`src/hdl/hcsr_pkg.sv`:
```
// shared types and constants of the height field span renderer
package hcsr_pkg;

  localparam int unsigned DEF_MAX_WIDTH  = 1024;
  localparam int unsigned DEF_PIXEL_BITS = 8;

  localparam int unsigned COL_W      = 13;
  localparam int unsigned ROW_W      = 10;
  localparam int unsigned IDX_W      = 10;
  localparam int unsigned CFG_IDX_W  = 3;
  localparam int unsigned CFG_DATA_W = 11;
  localparam int unsigned OUT_W      = 40;
  localparam int unsigned FIFO_DEPTH = 3;

  localparam int unsigned SHADE_DECAY  = 32;
  localparam int unsigned HEIGHT_SHIFT = 4;
  localparam int unsigned SLOPE_SHIFT  = 3;
  localparam int unsigned WIN_LEN      = 6;
  localparam logic [10:0] COL_SAT      = 11'd2047;

  typedef enum logic [2:0] {
    REG_MAX_HEIGHT   = 3'd0,
    REG_COLOR_HEIGHT = 3'd1,
    REG_MID_SHADE    = 3'd2,
    REG_DARK_SHADE   = 3'd3,
    REG_STEREO       = 3'd4,
    REG_FIRST_COL    = 3'd5,
    REG_END_COL      = 3'd6,
    REG_IMAGE_ROWS   = 3'd7
  } cfg_reg_e;

  typedef enum logic [1:0] {
    ST_SWEEP,
    ST_RUN,
    ST_WB_END,
    ST_WB_NEXT
  } ctrl_state_e;

  typedef struct packed {
    logic [IDX_W-1:0] max_height;
    logic [IDX_W-1:0] color_height;
    logic [IDX_W-1:0] mid_shade;
    logic [IDX_W-1:0] dark_shade;
    logic             stereo;
  } shade_cfg_t;

  // column sits in the lowest bits
  typedef struct packed {
    logic [IDX_W-1:0] palette_index;
    logic [ROW_W-1:0] span_bottom;
    logic [ROW_W-1:0] span_top;
    logic [IDX_W-1:0] column;
  } span_t;

endpackage

```
`src/hdl/hcsr_out_fifo.sv`:
```
// small output queue that parts the pipeline from the span receiver
module hcsr_out_fifo import hcsr_pkg::*; (
  input  logic       clk_i,
  input  logic       rst_ni,
  input  logic       push_i,
  input  span_t      data_i,
  input  logic       pop_i,
  output logic       valid_o,
  output span_t      data_o,
  output logic [1:0] count_o
);

  localparam int unsigned PW = $clog2(FIFO_DEPTH);

  span_t         mem_q [FIFO_DEPTH];
  logic [PW-1:0] wr_q, rd_q;
  logic [1:0]    cnt_q;
  logic          pop;

  assign valid_o = cnt_q != 2'd0;
  assign pop     = pop_i & valid_o;
  assign data_o  = mem_q[rd_q];
  assign count_o = cnt_q;

  always_ff @(posedge clk_i or negedge rst_ni) begin
    if (!rst_ni) begin
      wr_q  <= '0;
      rd_q  <= '0;
      cnt_q <= '0;
    end else begin
      if (push_i) begin
        wr_q <= (wr_q == PW'(FIFO_DEPTH - 1)) ? '0 : wr_q + PW'(1);
      end
      if (pop) begin
        rd_q <= (rd_q == PW'(FIFO_DEPTH - 1)) ? '0 : rd_q + PW'(1);
      end
      cnt_q <= cnt_q + 2'(push_i) - 2'(pop);
    end
  end

  always_ff @(posedge clk_i) begin
    if (push_i) begin
      mem_q[wr_q] <= data_i;
    end
  end

endmodule

```
`config.mk`:
```
export PLATFORM = sky130hd
export DESIGN_NAME = hcsr_out_fifo
export DESIGN_NICKNAME = d
export VERILOG_FILES = /design/src/hdl/hcsr_pkg.sv /design/src/hdl/hcsr_out_fifo.sv
export SDC_FILE = /design/constraint.sdc
export NUM_CORES = 1
export LEC_CHECK = 0
export BUFFER_PORTS_ARGS = -buffer_cell sky130_fd_sc_hd__clkbuf_2
export CAP_MARGIN = 20
export CORE_UTILIZATION = 30
export DETAILED_ROUTE_END_ITERATION = 12
export REMOVE_ABC_BUFFERS = 1
export SLEW_MARGIN = 10
export SYNTH_ARGS = -nofsm -noshare
export SYNTH_HDL_FRONTEND = slang
export SYNTH_SLANG_ARGS = --single-unit
```
`constraint.sdc`:
```
create_clock -name clk_i -period 5.5 [get_ports clk_i]
set_input_delay 0.275 -clock clk_i [delete_from_list [all_inputs] [get_ports clk_i]]
set_output_delay 0.275 -clock clk_i [all_outputs]
set_load 0.02 [all_outputs]
```
==> flow_metrics.tcl <==
set metrics [dict create \
    path_max_fanout 39 \
    postCtsSetupBuffers 0 \
    r2r-start "wr_q[0]" \
    wl_per_cell_um 14.1 \
    hold_slack_ns 0.0732 \
    skew_ns 0.00377 \
    arrival_ns 1.98 \
    finalHoldViolCount 0 \
    nets 425 \
    crit_path_end_kind "output pin" \
    syn_area_per_cell_um2 17.0 \
    tns_ns 0 \
    maxSlewHeadroom_pct 45.9 \
    dr.pass1.iters 4 \
    htree_levels 4 \
    cp-start-kind "flop" \
    dpl_cell_area_um2 5420 \
    pin_count 87 \
    rsz0062_at_grt "no" \
    cts_buffers 17 \
    cap_violations 0 \
    die_w_um 128 \
    post-dp-hpwl_um 5350 \
    synth.top_cells.by_area "edfxtp_1, mux2i_1, o21ai_1, nand2_1, dfrtp_1" \
    track_usage_pct 11.2 \
    seq_area_frac_synth_pct 78.7 \
    core_area_um2 15400 \
    setup_violations 0 \
    drive_gt1_share_pct 32.6 \
    yosysTopAreaCell "edfxtp_1" \
    r2r_slack_ns 3.69 \
    port-buffer-count 86 \
    clk_pin_slew_ns 0.05 \
    cellLeakagePower_nw 2.26 \
    cts_sinks 126 \
    area_delta_synth_final_pct 25.4 \
    endpoint "data_o[10]" \
    wl_um 8480 \
    clk_latency_ns 0.41 \
    num_antenna_cells 0 \
    netlist_area_um2 4770 \
    crit_start "rd_q[0]" \
    initialDrtViolationCount 115 \
    ctsLongestPathBuffers 2 \
    max-vdd-ir-drop_uv 221 \
    period_needed_ns 2.25 \
    grt_pass1_vias 2578 \
    num_vias 2568 \
    grt-ovfl-total 0 \
    ff2ff_path_depth 3 \
    hp-class "input pin to flop" \
    antenna_found_initial 0 \
    worstMarginPinSlew_ns 0.812 \
    drc 0 \
    grt_pass1_wl_um 13100 \
    cts_tree "yes" \
    die_h_um 128 \
    gp_congestion 0.652 \
    netlist.area_leader.share_pct 75.5 \
    cp.required_ns 5.22 \
    run_status "completed" \
    stdcell_area_um2 5980 \
    yosys_warnings 0 \
    fmax_mhz 444 \
    finalMaxSlewViolations 0 \
    vias_per_cell 4.27 \
    detail-route-antenna-nets 0 \
    rows 45 \
    criticalPathCategory "flop to output pin" \
    fin_crit_sh_pct 41.0 \
    start_util_pct 31.0 \
    grt_max_degree 84 \
    netlist_instances 280 \
    worstReg2RegEnd "mem_q[1][21]" \
    ys_ff_latch 126 \
    power_density_nw_per_um2 543 \
    die_area_um2 16400 \
    ys_types 21 \
    cts-root-buf "clkbuf_16" \
    power_mw 3.25 \
]
[worst min-delay path by stage]
stage	depth (start not counted)	to	slack, ns	from
6_report	1	mem_q[2][23]	0.07	data_i[23]
2_1_floorplan	0	count_o[0]	-0.02	rst_ni
4_1_cts	1	mem_q[0][33]	0.05	data_i[33]
3_3_place_gp	1	wr_q[0]	0.11	rst_ni
3_5_place_dp	1	wr_q[1]	0.11	rst_ni
5_1_grt	1	mem_q[0][23]	0.05	data_i[23]
[registers in the layout, summed over array words and instances (netlist names)]
signal / flops
count_o: 2
rd_q: 2
mem_q: 120
wr_q: 2
[kinds of logic (layout without fill, tap and decap cells)]
logic type                 Yosys count  after routing  share of synthesized area [%]
DFF                                126            126                           78.7
AOI/OAI and AO/OA                   42             42                           4.46
adders and majority gates            2              2                          0.524
muxes                               43             43                           9.07
and+or+nand+nor                     47             47                           4.01
buffers and inverters               18            128                           2.91
xor gates and xnor gates             2              2                          0.367
[metrics by stage]
step	setup WS [ns]	std cells	util, %
after floorplan	1.56	266	-
after global placement	3.63	570	35.2
after detailed placement	3.60	570	35.2
after CTS	3.15	601	38.9
after global routing	3.08	601	38.9
final	3.25	601	38.9
[worst max-delay path: stages, from the launching register on]
cell and delay (ns):
dfrtp_2 0.40, buf_4 0.59, mux2i_1 0.27, o21ai_1 0.10
clkbuf_2 0.20
[area by class of cell]
cell class,instances,area (um^2)
clock inverters,10,123
well taps,211,264
repair buffers,94,493
flip-flops and latches,126,3760
fillers,1454,9390
clock buffers,20,437
inverters,4,15.0
multi-input cells,136,897
[cell usage in the layout, fill, tap and decap left out]
cell type,count
o21ai_0,2
nand2_1,41
nor2_4,1
xnor2_1,2
inv_1,4
nor2_2,1
or2_2,1
clkinv_2,5
clkbuf_1,3
dfrtp_1,4
buf_4,7
a21o_1,1
mux2_2,2
o21ai_1,39
dfrtp_2,2
clkbuf_2,86
nor2b_1,1
nor3b_2,2
mux2i_1,41
clkbuf_16,17
edfxtp_1,120
bufinv_16,3
dlygate4sd3_1,1
ha_1,2
clkinv_1,2
[power breakdown]
part / internal [mW] / switching (mW)
Sequential: 1.21 / 0.0448
Clock: 0.698 / 0.360
Combinational: 0.318 / 0.621
[what timing repair did]
action | 4_1_cts | 5_1_grt
hold endpoints to repair | 6 | 0
resized for setup | 0 | 0
hold buffers | 1 | 0
[per-layer routing]
layer  vias up  track usage (%)  routed length, um
met5         -                0                  0
met4         0             4.98                102
met3        13             5.63                571
met2        68             18.6               4290
met1      1243             12.0               3520
li1       1244                -                  -
[cells in the mapped netlist]
library cell	number
buf_4	1
buf_6	1
edfxtp_1	120
nand2_1	41
buf_2	8
mux2i_1	41
a21o_1	1
xnor2_1	2
mux2_2	2
o21ai_1	39
ha_1	2
inv_1	4
dfrtp_1	6
nor2_1	1
nor3b_1	2
o21ai_0	2
or2_2	1
buf_8	3
nor2_2	1
nor2b_1	1
buf_12	1
Note: power is estimated with default switching activity, not from simulation.
