`config.mk`:
```
export PLATFORM = sky130hd
export DESIGN_NAME = hcsr_span_calc
export DESIGN_NICKNAME = d
export VERILOG_FILES = /design/src/hdl/hcsr_pkg.sv /design/src/hdl/hcsr_span_calc.sv
export SDC_FILE = /design/constraint.sdc
export NUM_CORES = 1
export LEC_CHECK = 0
export BUFFER_PORTS_ARGS = -buffer_cell sky130_fd_sc_hd__buf_2
export CAP_MARGIN = 20
export CORE_MARGIN = 2
export CORE_UTILIZATION = 53
export DETAILED_ROUTE_END_ITERATION = 12
export PLACE_DENSITY_LB_ADDON = 0.12
export SYNTH_ARGS = -nofsm -noshare
export SYNTH_HDL_FRONTEND = slang
export SYNTH_SLANG_ARGS = --single-unit
export TNS_END_PERCENT = 100
```
`constraint.sdc`:
```
create_clock -name vclk -period 8.8
set_input_delay 0.88 -clock vclk [all_inputs]
set_output_delay 0.88 -clock vclk [all_outputs]
set_load 0.02 [all_outputs]
```
`src/hdl/hcsr_pkg.sv`:
```
// shared types and constants of the height field span renderer
package hcsr_pkg;

  localparam int unsigned DEF_MAX_WIDTH  = 1024;
  localparam int unsigned DEF_PIXEL_BITS = 8;

  localparam int unsigned COL_W      = 13;
  localparam int unsigned ROW_W      = 10;
  localparam int unsigned IDX_W      = 10;
  localparam int unsigned CFG_IDX_W  = 3;
  localparam int unsigned CFG_DATA_W = 11;
  localparam int unsigned OUT_W      = 40;
  localparam int unsigned FIFO_DEPTH = 3;

  localparam int unsigned SHADE_DECAY  = 32;
  localparam int unsigned HEIGHT_SHIFT = 4;
  localparam int unsigned SLOPE_SHIFT  = 3;
  localparam int unsigned WIN_LEN      = 6;
  localparam logic [10:0] COL_SAT      = 11'd2047;

  typedef enum logic [2:0] {
    REG_MAX_HEIGHT   = 3'd0,
    REG_COLOR_HEIGHT = 3'd1,
    REG_MID_SHADE    = 3'd2,
    REG_DARK_SHADE   = 3'd3,
    REG_STEREO       = 3'd4,
    REG_FIRST_COL    = 3'd5,
    REG_END_COL      = 3'd6,
    REG_IMAGE_ROWS   = 3'd7
  } cfg_reg_e;

  typedef enum logic [1:0] {
    ST_SWEEP,
    ST_RUN,
    ST_WB_END,
    ST_WB_NEXT
  } ctrl_state_e;

  typedef struct packed {
    logic [IDX_W-1:0] max_height;
    logic [IDX_W-1:0] color_height;
    logic [IDX_W-1:0] mid_shade;
    logic [IDX_W-1:0] dark_shade;
    logic             stereo;
  } shade_cfg_t;

  // column sits in the lowest bits
  typedef struct packed {
    logic [IDX_W-1:0] palette_index;
    logic [ROW_W-1:0] span_bottom;
    logic [ROW_W-1:0] span_top;
    logic [IDX_W-1:0] column;
  } span_t;

endpackage

```
`src/hdl/hcsr_span_calc.sv`:
```
// height, shade and palette index arithmetic for one column
module hcsr_span_calc import hcsr_pkg::*; #(
  parameter int unsigned LVL_W = 13
) (
  input  shade_cfg_t              cfg_i,
  input  logic [ROW_W-1:0]        row_i,
  input  logic [LVL_W-1:0]        box_i,
  input  logic [LVL_W-1:0]        down2_i,
  input  logic signed [LVL_W:0]   shade_max_i,
  input  logic [ROW_W-1:0]        fill_i,
  output logic                    emit_o,
  output logic [ROW_W-1:0]        top_o,
  output logic [IDX_W-1:0]        index_o,
  output logic signed [LVL_W:0]   shade_o
);

  localparam int unsigned H_W = LVL_W - HEIGHT_SHIFT;
  localparam int unsigned V_W = LVL_W + 2;

  logic signed [LVL_W:0] box_s;
  logic signed [LVL_W:0] diff;
  logic signed [LVL_W:0] diff_adj;
  logic                  lit;
  logic [H_W-1:0]        h;
  logic                  h_over;
  logic [IDX_W-1:0]      cap;
  logic [IDX_W-1:0]      peak;
  logic [IDX_W-1:0]      shade_idx;
  logic signed [V_W-1:0] slope;
  logic signed [V_W-1:0] base;
  logic signed [V_W-1:0] max_s;
  logic signed [V_W-1:0] v;

  always_comb begin
    box_s   = $signed({1'b0, box_i});
    lit     = box_s > shade_max_i;
    shade_o = (lit ? box_s : shade_max_i) - $signed((LVL_W+1)'(SHADE_DECAY));

    // height and caps compared at full level width
    h      = box_i[LVL_W-1:HEIGHT_SHIFT];
    h_over = LVL_W'(h) > LVL_W'(cfg_i.max_height);
    cap    = h_over ? cfg_i.max_height : IDX_W'(h);
    top_o  = (cap > IDX_W'(row_i)) ? '0 : row_i - ROW_W'(cap);
    emit_o = top_o < fill_i;

    peak = (LVL_W'(h) >= LVL_W'(cfg_i.color_height)) ? cfg_i.color_height : IDX_W'(h);

    // truncating divide by eight of the slope
    diff     = $signed({1'b0, down2_i}) - box_s;
    diff_adj = (diff < 0) ? diff + $signed((LVL_W+1)'(7)) : diff;
    slope    = V_W'(diff_adj >>> SLOPE_SHIFT);
    base     = $signed(V_W'(lit ? cfg_i.mid_shade : cfg_i.dark_shade));
    max_s    = $signed(V_W'(cfg_i.max_height));
    v        = base - slope;
    if (v < 0) begin
      shade_idx = '0;
    end else if (v < max_s) begin
      shade_idx = v[IDX_W-1:0];
    end else begin
      shade_idx = cfg_i.max_height;
    end

    if (cfg_i.stereo) begin
      index_o = row_i;
    end else if (h_over) begin
      index_o = peak;
    end else begin
      index_o = shade_idx;
    end
  end

endmodule

```
==> run_results.csv, run 1 <==
group,metric,value,unit
global_routing,antenna_found_initial,0,
setup_path,cp_top_family,"compound AO/OA/AOI/OAI gates",
placement,gp_congestion,0.935,
run,maxCapViolCount,0,
sta,rsz0062_at_grt,"false",
yosys,yosysWarnings,0,
cells_and_area,flops_and_latches,0,
power_and_ir_drop,ir_drop,0.0656,mV
cells_and_area,final_common_cell,"buf_2",
yosys,syn-mean-instance-area,7.15,um^2
cells_and_area,final_cell_mix,"136 x buf_2, 83 x ha_1, 74 x inv_1, 43 x nor2_1, 32 x o21ai_0",
power_and_ir_drop,power_frac_clock,0,
die,ios,136,
detailed_routing,drt_iter0_markers,138,
setup_path,critPathKind,"input pin to output port",
detailed_routing,remaining_drc_errors,0,
placement,post-dp-hpwl,9540,um
die,dieArea,7800,um^2
global_routing,track_usage,0.270,
setup_path,arrival,7.00,ns
setup_path,critPathLaunchType,"input pin",
cells_and_area,nClkBuffers,0,
cells_and_area,nets,846,
power_and_ir_drop,seqPwrFrac,0,
power_and_ir_drop,internal_power,0.241,mW
setup_path,slowest_delay,0.40,ns
yosys,syn-num-nets,714,
cells_and_area,register_area,0,um^2
setup_path,cp_max_fo,18,
clock_tree,post-cts-setup-buffer-count,0,
die,start_util,0.552,
yosys,yosys.cell_types.count,63,
sta,fin_crit_sh,0.896,
power_and_ir_drop,switchingPower,0.320,mW
cells_and_area,multi_input_area,3450,um^2
cells_and_area,area_growth,20.8,%
detailed_routing,via_count,4095,
sta,max_slew_margin,0.373,
power_and_ir_drop,p_total,0.561,mW
placement,dp_worst_setup_slack,0.875,ns
cells_and_area,fillers,654,
die,row_count,30,
power_and_ir_drop,power.density,123,nW/um^2
run_status,status,"finished clean",
setup_path,crit_required,7.92,ns
power_and_ir_drop,p_comb_frac,1.000,
die,die_width,88.3,um
yosys,synthCells,527,
clock_tree,holdBufCountCts,0,
yosys,ys_seq_area_frac,0,
sta,max_freq,127,MHz
placement,port_buffers,136,
global_routing,grt_pass1_wl,17200,um
die,die_y,88.3,um
setup_path,endpoint_kind,"output port",
yosys,syn_area,3770,um^2
detailed_routing,drtAntennaViolNets,0,
die,core,6830,um^2
sta,finalSetupTns,0,ns
worst_hold_path,hold_path_class,"input pin to output port",
detailed_routing,avgViaCountPerCell,5.44,
global_routing,overflow,0,
detailed_routing,drt_pass1_iterations,4,
sta,tightest_slew,0.938,ns
sta,finalWorstSetupSlack,0.916,ns
sta,final_max_slew_viol_count,0,
clock_tree,cts_resized,0,
sta,report.final.hold_viol_count,0,
setup_path,path_buf_inv,4,
detailed_routing,wl_per_cell,14.1,um
sta,fin_crit,7.88,ns
setup_path,crit_path_frequent_cell,"o21ai_0",
global_routing,grt_max_degree,21,
detailed_routing,drt_wl_total,10600,um
sta,setup_viol,0,
power_and_ir_drop,leakagePower,2.51,nW
power_and_ir_drop,swShare,0.570,
global_routing,grt_pass1_vias,3934,
cells_and_area,drive_gt1_frac,0.254,
cells_and_area,num_antenna_cells,0,
setup_path,critical-path-slowest-cell,"fa_1",
[cells in the mapped netlist (10+ instances only)]
master | number | area share
ha_1 | 83 | 0.28
inv_1 | 74 | 0.074
nor2_1 | 43 | 0.043
o21ai_0 | 32 | 0.042
a21oi_1 | 31 | 0.041
nand2_1 | 30 | 0.030
xnor2_1 | 24 | 0.056
mux2i_1 | 23 | 0.061
nor3_1 | 16 | 0.021
nor2b_1 | 15 | 0.025
mux2_2 | 12 | 0.036
a21o_1 | 11 | 0.022
xor2_1 | 10 | 0.023
[worst paths after layout]
path	slack [ns]	cells after the start	end	startpoint
hold / removal	2.06	3	shade_o[13]	shade_max_i[11]
setup / recovery	0.92	34	emit_o	cfg_i[34]
[metal layers]
layer	global-route usage	routed length, um	vias to the layer above
met3	0.0243	587	12
met5	0	0	-
li1	-	-	2138
met2	0.497	5010	115
met1	0.352	4930	1830
met4	0.0275	104	0
[area by class of cell]
cell class	count	share of cell area
Multi-Input combinational cell	444	0.758
Timing Repair Buffer	139	0.154
Inverter	74	0.0610
Tap cell	96	0.0264
[cells by family after synthesis]
kind of cell / count (synthesis) / share of synthesized area
buffers and inverters: 83 / 0.0893
and+or+nand+nor: 148 / 0.196
AOI/OAI and AO/OA: 138 / 0.238
adders and majority gates: 86 / 0.291
xor gates and xnor gates: 35 / 0.0833
muxes: 36 / 0.101
other: 1 / 0.000995
[power groups by stage]
| stage | logic, mW | clock network, mW | registers (mW) |
|---|---|---|---|
| floorplan | 0.426 | 0 | 0 |
| global placement | 0.542 | 0 | 0 |
| detailed placement | 0.555 | 0 | 0 |
| global route | 0.629 | 0 | 0 |
| finish | 0.561 | 0 | 0 |
| CTS | 0.558 | 0 | 0 |
[worst min-delay path: stages]
cell and delay, ns:
buf_2 0.09, o41ai_1 0.07, buf_2 0.15
[metrics by stage]
step            util  hold slack (ns)  instances  cell area [um^2]
2_1_floorplan      -             1.91        527              3770
3_3_place_gp   0.666             2.07        752              4550
3_5_place_dp   0.666             2.06        752              4550
4_1_cts        0.666             2.06        752              4550
5_1_grt        0.667             2.07        753              4550
6_report       0.667             2.06        753              4550
Power figures use the tool's default switching activity.
==> run 2: changes to the inputs <==
--- a/config.mk
+++ b/config.mk
@@ -7,10 +7,12 @@
 export LEC_CHECK = 0
 export BUFFER_PORTS_ARGS = -buffer_cell sky130_fd_sc_hd__buf_2
 export CAP_MARGIN = 20
+export CORE_ASPECT_RATIO = 0.8
 export CORE_MARGIN = 2
 export CORE_UTILIZATION = 53
 export DETAILED_ROUTE_END_ITERATION = 12
 export PLACE_DENSITY_LB_ADDON = 0.12
+export RECOVER_POWER = 100
 export SYNTH_ARGS = -nofsm -noshare
 export SYNTH_HDL_FRONTEND = slang
 export SYNTH_SLANG_ARGS = --single-unit
==> run_results.csv, run 2 (same netlist as run 1, synthesis figures left out) <==
group,metric,value,unit
setup_path,path_buf_inv,3,
power_and_ir_drop,ir_drop,0.0573,mV
sta,tightest_slew,0.865,ns
cells_and_area,final_cell_mix,"108 x buf_2, 83 x ha_1, 74 x inv_1, 43 x nor2_1, 32 x o21ai_0",
die,dieArea,7810,um^2
placement,post-dp-hpwl,9780,um
detailed_routing,drt_pass1_iterations,4,
die,ios,136,
placement,gp_congestion,0.886,
setup_path,cp_max_fo,10,
global_routing,grt_max_degree,20,
cells_and_area,flops_and_latches,0,
clock_tree,cts_resized,0,
setup_path,critPathLaunchType,"input pin",
detailed_routing,remaining_drc_errors,0,
cells_and_area,drive_gt1_frac,0.207,
sta,finalWorstSetupSlack,0.701,ns
sta,fin_crit,8.10,ns
sta,final_max_slew_viol_count,0,
setup_path,worst-path-stages,28,
global_routing,overflow,0,
die,row_count,27,
placement,port_buffers,136,
detailed_routing,drtAntennaViolNets,0,
detailed_routing,drt_iter0_markers,148,
sta,max_slew_margin,0.421,
power_and_ir_drop,leakagePower,2.41,nW
sta,fin_crit_sh,0.920,
global_routing,track_usage,0.271,
sta,rsz0062_at_grt,"false",
detailed_routing,drt_wl_total,10900,um
run,maxCapViolCount,0,
setup_path,arrival,7.22,ns
die,die_width,98.3,um
cells_and_area,register_area,0,um^2
sta,max_freq,123,MHz
cells_and_area,final_common_cell,"buf_2",
cells_and_area,num_antenna_cells,0,
sta,setup_viol,0,
global_routing,grt_pass1_vias,3940,
detailed_routing,avgViaCountPerCell,5.66,
placement,dp_worst_setup_slack,0.946,ns
clock_tree,holdBufCountCts,0,
run_status,status,"finished clean",
setup_path,slowest_delay,0.51,ns
power_and_ir_drop,power.density,124,nW/um^2
detailed_routing,via_count,4212,
global_routing,grt_pass1_wl,17900,um
setup_path,cp_top_family,"compound AO/OA/AOI/OAI gates",
cells_and_area,nets,846,
worst_hold_path,min_delay_path_depth,3,
setup_path,critPathKind,"input pin to output port",
die,core,6890,um^2
power_and_ir_drop,p_total,0.555,mW
cells_and_area,area_growth,19.2,%
setup_path,endpoint_kind,"output port",
die,die_y,79.4,um
detailed_routing,wl_per_cell,14.7,um
sta,report.final.hold_viol_count,0,
cells_and_area,nClkBuffers,0,
sta,finalSetupTns,0,ns
clock_tree,post-cts-setup-buffer-count,0,
global_routing,antenna_found_initial,0,
setup_path,critical-path-slowest-cell,"mux2_1",
worst_hold_path,hold_path_class,"input pin to output port",
die,start_util,0.547,
setup_path,crit_required,7.92,ns
run 2: cell count changes in the layout (fill, tap and decap cells not counted):
cell      previous run  this run
a31oi_1              3         4
a31oi_2              3         2
buf_2              136       108
buf_4                3         2
clkbuf_1             0        29
mux2_1               0         1
mux2_4               1         0
run 2: metal layers:
layer	wire length, um	global-route usage	part of all wire	vias to the layer above
met5	0	0	0	-
met4	44	0.0151	0.0040	0
met3	724	0.0123	0.066	6
met2	5070	0.490	0.46	145
met1	5080	0.377	0.46	1929
li1	-	-	-	2132
run 2: metrics by stage:
stage / utilization / cell area, um^2 / hold WS [ns] / cells
after floorplan: - / 3770 / 1.91 / 527
after global placement: 0.658 / 4540 / 2.06 / 743
after detailed placement: 0.658 / 4540 / 2.07 / 743
after CTS: 0.658 / 4540 / 2.07 / 743
after global routing: 0.652 / 4490 / 2.09 / 744
final: 0.652 / 4490 / 2.08 / 744
run 2: layout make-up:
type / instances / area (um^2)
multi-input cells: 444 / 3440
fillers: 699 / 2400
repair buffers: 139 / 664
inverters: 74 / 278
well taps: 87 / 109
run 2: worst paths after layout:
| kind | startpoint | to | slack, ns |
|---|---|---|---|
| worst max-delay path | box_i[4] | index_o[2] | 0.70 |
| worst min-delay path | shade_max_i[12] | shade_o[13] | 2.08 |
run 2: report_power, final:
group | internal (mW) | switching [mW] | leakage (nW)
logic | 0.232 | 0.323 | 2.41
clock network | 0 | 0 | 0
registers | 0 | 0 | 0
run 2: tightest hold or removal path: stages:
cell and delay, ns:
buf_2 0.09, o41ai_1 0.07, clkbuf_1 0.16
