## config.mk

```make
export PLATFORM = sky130hd
export DESIGN_NAME = hcsr_ram
export DESIGN_NICKNAME = d
export VERILOG_FILES = /design/src/hdl/hcsr_ram.sv
export SDC_FILE = /design/constraint.sdc
export NUM_CORES = 1
export LEC_CHECK = 0
export BUFFER_PORTS_ARGS = -buffer_cell sky130_fd_sc_hd__buf_2
export CAP_MARGIN = 20
export CORE_AREA = 4 4 114 126
export CTS_CLUSTER_SIZE = 8
export DETAILED_ROUTE_END_ITERATION = 7
export DIE_AREA = 0 0 118 130
export GPL_ROUTABILITY_DRIVEN = 0
export GPL_TIMING_DRIVEN = 0
export PLACE_DENSITY_LB_ADDON = 0.3
export SLEW_MARGIN = 20
export SYNTH_ARGS = -nofsm -noshare
export SYNTH_HDL_FRONTEND = slang
export SYNTH_SLANG_ARGS = --single-unit
```

## constraint.sdc

```tcl
create_clock -name clk_i -period 2.1 [get_ports clk_i]
set_input_delay 0.42 -clock clk_i [delete_from_list [all_inputs] [get_ports clk_i]]
set_output_delay 0.42 -clock clk_i [all_outputs]
set_load 0.01 [all_outputs]
```

## src/hdl/hcsr_ram.sv

```systemverilog
// generic single write port ram with registered read
module hcsr_ram #(
  parameter int unsigned WIDTH = 8,
  parameter int unsigned DEPTH = 16,
  localparam int unsigned AW = $clog2(DEPTH)
) (
  input  logic             clk_i,
  input  logic             we_i,
  input  logic [AW-1:0]    waddr_i,
  input  logic [WIDTH-1:0] wdata_i,
  input  logic [AW-1:0]    raddr_i,
  output logic [WIDTH-1:0] rdata_o
);

  logic [WIDTH-1:0] mem_q [DEPTH];

  always_ff @(posedge clk_i) begin
    if (we_i) begin
      mem_q[waddr_i] <= wdata_i;
    end
    rdata_o <= mem_q[raddr_i];
  end

endmodule

```

==> out/qor.yml, run 1 <==
cts_buffers: 17
relSlewSlack_pct: 44.3
peakVddDrop_v: 0.000666
worstHoldPathType: "primary input to flop"
totalWireLength_mm: 9.73
clockBufferDepth: 2
cts.repair.resized: 0
startpoint_type: "primary input"
setup_viol: 0
ys_types: 19
rsz0062_at_grt: "false"
grtUsageMet2_pct: 22.2
cts_htree_levels: 4
drtIter0Drc: 118
gr-usage-met3_pct: 4.46
p_sw_uw: 1210
root_buffer: "clkbuf_16"
synth_warnings: 0
dieArea_um2: 15300
post_cts_buffers: 0
fin_area_um2: 6030
clock.fmax_mhz: 594
worst_slew_pin_slew_ns: 0.832
power.density_nw_per_um2: 1010
nNetsFinal: 290
drcViolationCount: 0
r2r_slack_ns: 0.62
start_util_pct: 39.3
synth_top_family_by_area: "multiplexers"
comb_power_share_pct: 4.9
pre_cts_slack_ns: -0.0419
period_minus_slack_ns: 1.68
status: "finished clean"
dp_hpwl_mm: 6.33
cp_slowest_cell: "nor2_1"
seqPwrFrac_pct: 50.2
clk_pin_slew_worst_paths_ns: 0.05
cts_hold_buf: 0
final_hold_viol_count: 0
gr-total-overflow: 0
fillers: 1095
via_count: 2347
fin_cells: 445
synthesis.area_um2: 5150
ys_seq_area_share_pct: 77.8
num_antenna_cells: 0
io_buffer_count: 24
grt_pass1_vias: 2409
area_delta_synth_final_pct: 17.2
setup_slack_ns: 0.417
syn_nets: 247
vias_per_cell: 5.27
skew_ns: 0.00413
p_int_uw: 4860
p_leak_uw: 0.00202
row_count: 44
die_w_um: 118
wl_per_cell_um: 21.9
crit_family: "simple AND/OR/NAND/NOR gates"
synth_top_area_share_pct: 74.7
cp_data_required_time_ns: 2.14
finalSetupTns_ns: 0
antenna_found_initial: 0
drv_slew: 0
grt_first_pass_wirelength_mm: 14.6
drtPass1Iterations: 4
placeableCoreArea_um2: 13100
io_pins: 26
setup.worst_path.end_class: "flop"
die_h_um: 130
grtUsageTotal_pct: 13.7
synth.area.mux_share_pct: 15.0
cts_tree: "yes"
grt_max_degree: 17
met1_usage_pct: 17.5
place_area_um2: 5490
cts_sinks: 136
worstPathMaxFanout: 8
synth_compound_area_share_pct: 2.33
arrival_ns: 1.73
antenna_left: 0
critPathKind: "primary input to flop"
synth_top_cells_by_area: "edfxtp_1, mux4_2, mux4_1, dfxtp_1, a22oi_1"
crit_chain: "buf_2 > or3b_2 > nor2_1"
cpPeakStageDelay_ns: 0.66
synth_area_leader_cell: "edfxtp_1"
drv_cap: 0
dp.cells: 414
clkPwrFrac_pct: 44.9
worst-path-buf-inv: 1
fin_crit_sh_pct: 80.2
avgSynthCellArea_um2: 22.5
post-route-util_pct: 46.0
synth_xor_area_share_pct: 0
synth_fa_ha_area_share_pct: 0
syn_inst: 229
final_layout_size_suffix_gt1_share_pct: 29.9
grt.busiest_layer: "met2"
ys_seq_elements: 136
swShare_pct: 19.9
clk_latency_ns: 0.41
synthSimpleGateAreaFrac_pct: 3.18
-- per-stage QoR --
| stage | hold WS (ns) | power, uW |
|---|---|---|
| 2_1_floorplan | 0.519 | 3270 |
| 3_5_place_dp | 0.668 | 3410 |
| 5_1_grt | 0.404 | 6280 |
| 4_1_cts | 0.396 | 6120 |
| 6_report | 0.404 | 6070 |
| 3_3_place_gp | 0.660 | 3400 |
-- final timing paths --
kind,startpoint,endpoint,cells past startpoint
min reg2reg,mem_q[12][0],rdata_o[0],3
max,waddr_i[2],mem_q[2][3],3
max reg2reg,mem_q[3][7],rdata_o[7],3
min,wdata_i[5],mem_q[4][5],1
-- worst register-to-register path, cell delays in order (launching register included) --
cell and delay [ns]:
edfxtp_1 0.36, mux4_2 0.49, a22oi_1 0.37, nand2_1 0.14
-- power by group through the flow --
stage	logic [uW]	registers [uW]	clock network, uW
floorplan	154	3110	0
global placement	295	3100	0
detailed placement	303	3110	0
CTS	304	3050	2770
global route	321	3050	2900
finish	297	3050	2720
-- synthesized netlist by cell type, drive strengths merged --
master	instances
or3b	1
and2b	1
nand2	9
nor3	4
nand3b	2
nand3	1
mux4	32
and2	1
nor2b	1
nor2	13
clkdlybuf4s25	3
dfxtp	8
buf	7
edfxtp	128
nand2b	2
a22oi	16
-- state kept, by name, summed over array words and instances, names as in the netlist --
signal and count:
rdata_o 8, mem_q 128
-- layout by cell type (no fill, tap or decap), types with 2 or more instances in the layout --
| master | Yosys | final |
|---|---|---|
| clkbuf_16 | 0 | 17 |
| a22oi_1 | 16 | 16 |
| edfxtp_1 | 128 | 128 |
| nand2b_1 | 2 | 2 |
| nor2_1 | 13 | 13 |
| bufinv_16 | 0 | 2 |
| buf_6 | 3 | 3 |
| clkdlybuf4s25_2 | 3 | 3 |
| dfxtp_1 | 8 | 8 |
| mux4_1 | 14 | 14 |
| nand2_1 | 9 | 9 |
| buf_2 | 3 | 27 |
| clkinv_1 | 0 | 2 |
| nand3b_1 | 2 | 2 |
| clkinv_2 | 0 | 9 |
| mux4_2 | 18 | 18 |
| nor3_2 | 0 | 4 |
-- area by class of cell --
| class | count | area (um^2) | share of cell area, % |
|---|---|---|---|
| plain buffers | 10 | 86.3 | 1.43 |
| clock buffers | 18 | 429 | 7.12 |
| clock inverters | 13 | 113 | 1.87 |
| multi-input cells | 83 | 1080 | 17.9 |
| flip-flops and latches | 136 | 4000 | 66.4 |
| well taps | 161 | 201 | 3.34 |
| repair buffers | 24 | 120 | 1.99 |
-- logic make-up after synthesis --
logic type      Yosys count
compound gates           16
mux                      32
buf+inv                  10
flops                   136
simple gates             35
-- routing by layer --
layer,wire [um],vias to the layer above,share of wire [%]
met5,0,-,0
li1,-,1057,-
met2,4780,55,49
met1,4380,1219,45
met3,407,16,4.2
met4,163,0,1.7
Note: power is estimated with default switching activity, not from simulation.
==> run 2, diff against run 1 <==
- clock period: 2.1 -> 1.6 ns (I/O delays scaled with it)
==> out/qor.yml, run 2 (synthesized netlist as in run 1, its figures left out) <==
die_w_um: 118  # unchanged
placeableCoreArea_um2: 13100  # unchanged
start_util_pct: 39.3  # unchanged
reg.largest.list: "mem_q x128, rdata_o x8"
r2r_slack_ns: 0.05  # -0.57 ns
clock.fmax_mhz: 644
period_minus_slack_ns: 1.55
post_cts_buffers: 0  # unchanged
clk_latency_ns: 0.42  # about the same
skew_ns: 0.00885  # +0.00472 ns
clockBufferDepth: 2  # unchanged
cts_htree_levels: 4  # unchanged
grtUsageTotal_pct: 13.7  # +0.056 points
finalSetupTns_ns: 0  # unchanged
reg2reg_to: "rdata_o[2]"
cp_slowest_cell: "nor2_1"
final_cell_mix: "edfxtp_1, buf_2, mux4_2, clkbuf_16, a22oi_1"
crit_chain: "buf_2 > or3b_2 > nor2_1"
antenna_left: 0  # unchanged
dp_hpwl_mm: 6.28  # -0.67%
power.density_nw_per_um2: 1340  # +34%
drtIter0Drc: 141  # +19%
r2r_start: "mem_q[2][2]"
cpPeakStageDelay_ns: 0.62  # -0.04 ns
final_hold_viol_count: 0  # unchanged
final_common_cell: "edfxtp_1"
vias_per_cell: 5.26  # -0.31%
regMostFlops: "mem_q"
largest_reg_flops: 128  # unchanged
cts_tree: "yes"
startpoint_type: "primary input"
cts_sinks: 136  # unchanged
io_buffer_count: 24  # unchanged
grt_max_degree: 17  # unchanged
relSlewSlack_pct: 44.7  # +0.40 points
via_count: 2345  # -0.085%
clk_pin_slew_worst_paths_ns: 0.06  # about the same
wl_per_cell_um: 21.9  # about the same
peakVddDrop_v: 0.000956  # +43%
r2r_cells: 3  # unchanged
p_leak_uw: 0.00202  # about the same
worstHoldPathType: "primary input to flop"
min_from: "wdata_i[4]"
status: "finished clean"
row_count: 44  # unchanged
drtPass1Iterations: 4  # unchanged
hold_path_end: "mem_q[7][4]"
grt_pass1_vias: 2442  # +1.4%
cts_buffers: 17  # unchanged
die_h_um: 130  # unchanged
arrival_ns: 1.60  # -0.13 ns
whs_path_depth: 1  # unchanged
num_antenna_cells: 0  # unchanged
worst_slew_pin_slew_ns: 0.826  # -0.00596 ns
p_total_uw: 8170  # +35%
totalWireLength_mm: 9.75  # +0.23%
area_delta_synth_final_pct: 18.0
nNetsFinal: 290  # unchanged
final_layout_size_suffix_gt1_share_pct: 30.9  # +0.95 points
drcViolationCount: 0  # unchanged
drv_cap: 0  # unchanged
worstPathMaxFanout: 8  # unchanged
setup.worst_path.end_class: "flop"
dieArea_um2: 15300  # unchanged
setup_viol: 0  # unchanged
gr-total-overflow: 0  # unchanged
critPathKind: "primary input to flop"
cp_data_required_time_ns: 1.64  # -0.50 ns
io_pins: 26  # unchanged
fillers: 1103  # +0.73%
drv_slew: 0  # unchanged
antenna_found_initial: 0  # unchanged
grt_first_pass_wirelength_mm: 14.8  # +1.8%
root_buffer: "clkbuf_16"
fin_crit_sh_pct: 97.1
-- run 2: cell types whose count changed in the layout (fill, tap and decap cells not counted), sizes merged --
cell	before	now
clkinv	11	7
inv	0	3
clkinvlp	0	2
-- run 2: worst max-delay path by stage --
| stage | from | to | slack (ns) |
|---|---|---|---|
| 2_1_floorplan | waddr_i[2] | mem_q[3][0] | 0.01 |
| 3_3_place_gp | waddr_i[2] | mem_q[8][3] | -0.54 |
| 3_5_place_dp | waddr_i[2] | mem_q[2][0] | -0.41 |
| 4_1_cts | waddr_i[2] | mem_q[2][7] | 0.03 |
| 5_1_grt | waddr_i[2] | mem_q[3][0] | -0.0002 |
| 6_report | waddr_i[2] | mem_q[3][7] | 0.05 |
-- run 2: through the flow --
stage	utilization (%)	setup slack (ns)	area [um^2]	cells	hold WS, ns
5_1_grt	46.3	-0.000195	6070	446	0.299
2_1_floorplan	-	0.0139	5150	229	0.419
6_report	46.3	0.0464	6070	446	0.291
3_3_place_gp	41.8	-0.543	5470	414	0.660
4_1_cts	46.3	0.0313	6070	446	0.277
3_5_place_dp	41.9	-0.410	5490	414	0.670
-- run 2: metal layers --
layer	routed length, um	share of wire (%)	vias to the layer above	GRT usage [%]
met5	0	0	-	0
met4	110	1.1	0	5.38
met3	690	7.1	9	4.42
met2	4790	49	77	22.0
met1	4170	43	1197	17.7
li1	-	-	1062	-
-- run 2: where the power goes --
part / switching [uW] / internal (uW) / total [uW]
sequential: 17.2 / 3980 / 4000
clock: 1480 / 2300 / 3780
combinational: 231 / 159 / 389
-- run 2: timing repair --
| item | CTS | global route |
|---|---|---|
| hold buffers | 0 | 0 |
| gates resized for setup | 0 | 2 |
| setup endpoints to repair | 0 | 13 |
-- run 2: layout make-up --
class                      count  area [um^2]  share of cell area, %
buffer                        10         86.3                   1.42
clock buffer                  18          429                   7.07
clock inverter                14          149                   2.45
multi-input combinational     83         1080                   17.8
sequential                   136         4000                   65.9
tap                          161          201                   3.32
timing repair buffer          24          120                   1.98
-- run 2: critical path: cells and delay by family --
| family | cells | cell delay (ns) |
|---|---|---|
| simple gates | 2 | 1.15 |
| buf+inv | 1 | 0.12 |
==> run 3, diff against run 2 <==
- CORE_AREA: 4 4 114 126 -> 4 4 94 105
- DIE_AREA: 0 0 118 130 -> 0 0 98 109
- clock period: 1.6 -> 1.8 ns (I/O delays scaled with it)
==> out/qor.yml, run 3 (synthesized netlist as in run 1, its figures left out) <==
grt_max_degree: 17  # unchanged
skew_ns: 0.00465  # -0.00421 ns
final_layout_size_suffix_gt1_share_pct: 31.5  # +0.59 points
worstPathMaxFanout: 8  # unchanged
largest_reg_flops: 128  # unchanged
cts_sinks: 136  # unchanged
startpoint_type: "primary input"
grt_first_pass_wirelength_mm: 15.0  # +0.93%
wl_per_cell_um: 24.6  # +12%
swShare_pct: 20.8  # -0.34 points
cts_buffers: 17  # unchanged
drv_slew: 0  # unchanged
start_util_pct: 58.6  # +19 points
clk_latency_ns: 0.52  # +0.10 ns
regMostFlops: "mem_q"
via_count: 2462  # +5.0%
drtIter0Drc: 233  # +65%
dieArea_um2: 10700  # -30%
final_cell_mix: "edfxtp_1, buf_2, mux4_2, a22oi_1, clkbuf_16"
clkPwrFrac_pct: 46.7  # +0.5 points
peakVddDrop_v: 0.000686  # -28%
grtUsageTotal_pct: 20.1  # +6.4 points
drtPass1Iterations: 5  # +1
placeableCoreArea_um2: 8780  # -33%
cp_data_required_time_ns: 1.94  # +0.30 ns
p_int_uw: 5790  # -10%
final_hold_viol_count: 0  # unchanged
arrival_ns: 1.68  # +0.08 ns
grt_pass1_vias: 2495  # +2.2%
fillers: 539  # -51%
post_cts_buffers: 0  # unchanged
io_pins: 26  # unchanged
power.density_nw_per_um2: 1210  # -9.8%
area_delta_synth_final_pct: 17.1
die_w_um: 98  # -17%
p_total_uw: 7310  # -10%
p_leak_uw: 0.00203  # +0.30%
clk_pin_slew_worst_paths_ns: 0.06  # about the same
comb_power_share_pct: 4.6  # -0.2 points
nNetsFinal: 291  # +0.34%
root_buffer: "clkbuf_8"
num_antenna_cells: 0  # unchanged
io_buffer_count: 24  # unchanged
p_sw_uw: 1520  # -12%
vias_per_cell: 6.16  # +17%
final_common_cell: "edfxtp_1"
cts_htree_levels: 4  # unchanged
row_count: 36  # -18%
drcViolationCount: 0  # unchanged
gr-total-overflow: 0  # unchanged
die_h_um: 109  # -16%
reg.largest.list: "mem_q x128, rdata_o x8"
fin_crit_sh_pct: 85.8
drv_cap: 0  # unchanged
clockBufferDepth: 2  # unchanged
rsz0062_at_grt: "false"
whs_ns: 0.223  # -0.0676 ns
setup.worst_path.end_class: "flop"
cts_tree: "yes"
status: "finished clean"
setup_viol: 0  # unchanged
worstHoldPathType: "primary input to flop"
cts.repair.resized: 0  # unchanged
clock.fmax_mhz: 647
seqPwrFrac_pct: 48.7  # -0.3 points
totalWireLength_mm: 9.83  # +0.83%
cts_hold_buf: 0  # unchanged
period_minus_slack_ns: 1.54
critPathKind: "primary input to flop"
antenna_found_initial: 0  # unchanged
worst_slew_pin_slew_ns: 0.923  # +0.0966 ns
dp_hpwl_mm: 5.92  # -5.8%
relSlewSlack_pct: 38.2  # -6.5 points
antenna_left: 0  # unchanged
## run 3: cell types whose count changed in the layout (fill, tap and decap cells not counted), sizes merged
| cell | before | now |
|---|---|---|
| buf | 31 | 32 |
| bufinv | 2 | 3 |
| clkbuf | 18 | 17 |
| clkinv | 7 | 5 |
| clkinvlp | 2 | 5 |
| inv | 3 | 2 |
## run 3: final timing paths
path,from,endpoint,slack [ns],cells after the start
max,waddr_i[2],mem_q[3][4],0.26,3
max reg2reg,mem_q[0][7],rdata_o[7],0.38,3
min,wdata_i[7],mem_q[4][7],0.22,1
min reg2reg,mem_q[5][1],rdata_o[1],0.68,3
## run 3: area by class of cell
class	count	area [um^2]	area share (%)
Clock buffer	17	414	6.87
Timing Repair Buffer	25	128	2.12
Sequential cell	136	4000	66.4
Clock inverter	15	178	2.95
Multi-Input combinational cell	83	1080	17.9
Buffer	10	86.3	1.43
Tap cell	114	143	2.37
## run 3: metal layers
metal	global-route usage, %	up-vias	share of wire (%)
met4	6.53	0	0.59
met3	5.69	4	7.5
met5	0	-	0
met1	28.3	1277	41
met2	31.0	119	51
li1	-	1062	-
## run 3: metrics by stage
step                TNS, ns  area (um^2)  cells  util, %  worst slack (ns)
floorplan                 0         5150    229        -             0.174
global placement     -15.15         5420    367     61.7            -0.449
detailed placement    -8.17         5440    368     61.9            -0.243
CTS                       0         6030    400     68.6             0.290
global route              0         6030    400     68.6             0.161
finish                    0         6030    400     68.6             0.255
## run 3: power groups by stage
| stage | clock network [uW] | registers [uW] | logic (uW) |
|---|---|---|---|
| after floorplan | 0 | 3630 | 180 |
| after global placement | 0 | 3620 | 327 |
| after detailed placement | 0 | 3620 | 338 |
| after CTS | 3440 | 3560 | 341 |
| after global routing | 3610 | 3560 | 365 |
| final | 3420 | 3560 | 337 |
## run 3: critical path, cell delays in order
cell and delay [ns]:
buf_2 0.12, or3b_2 0.51, nor2_1 0.69
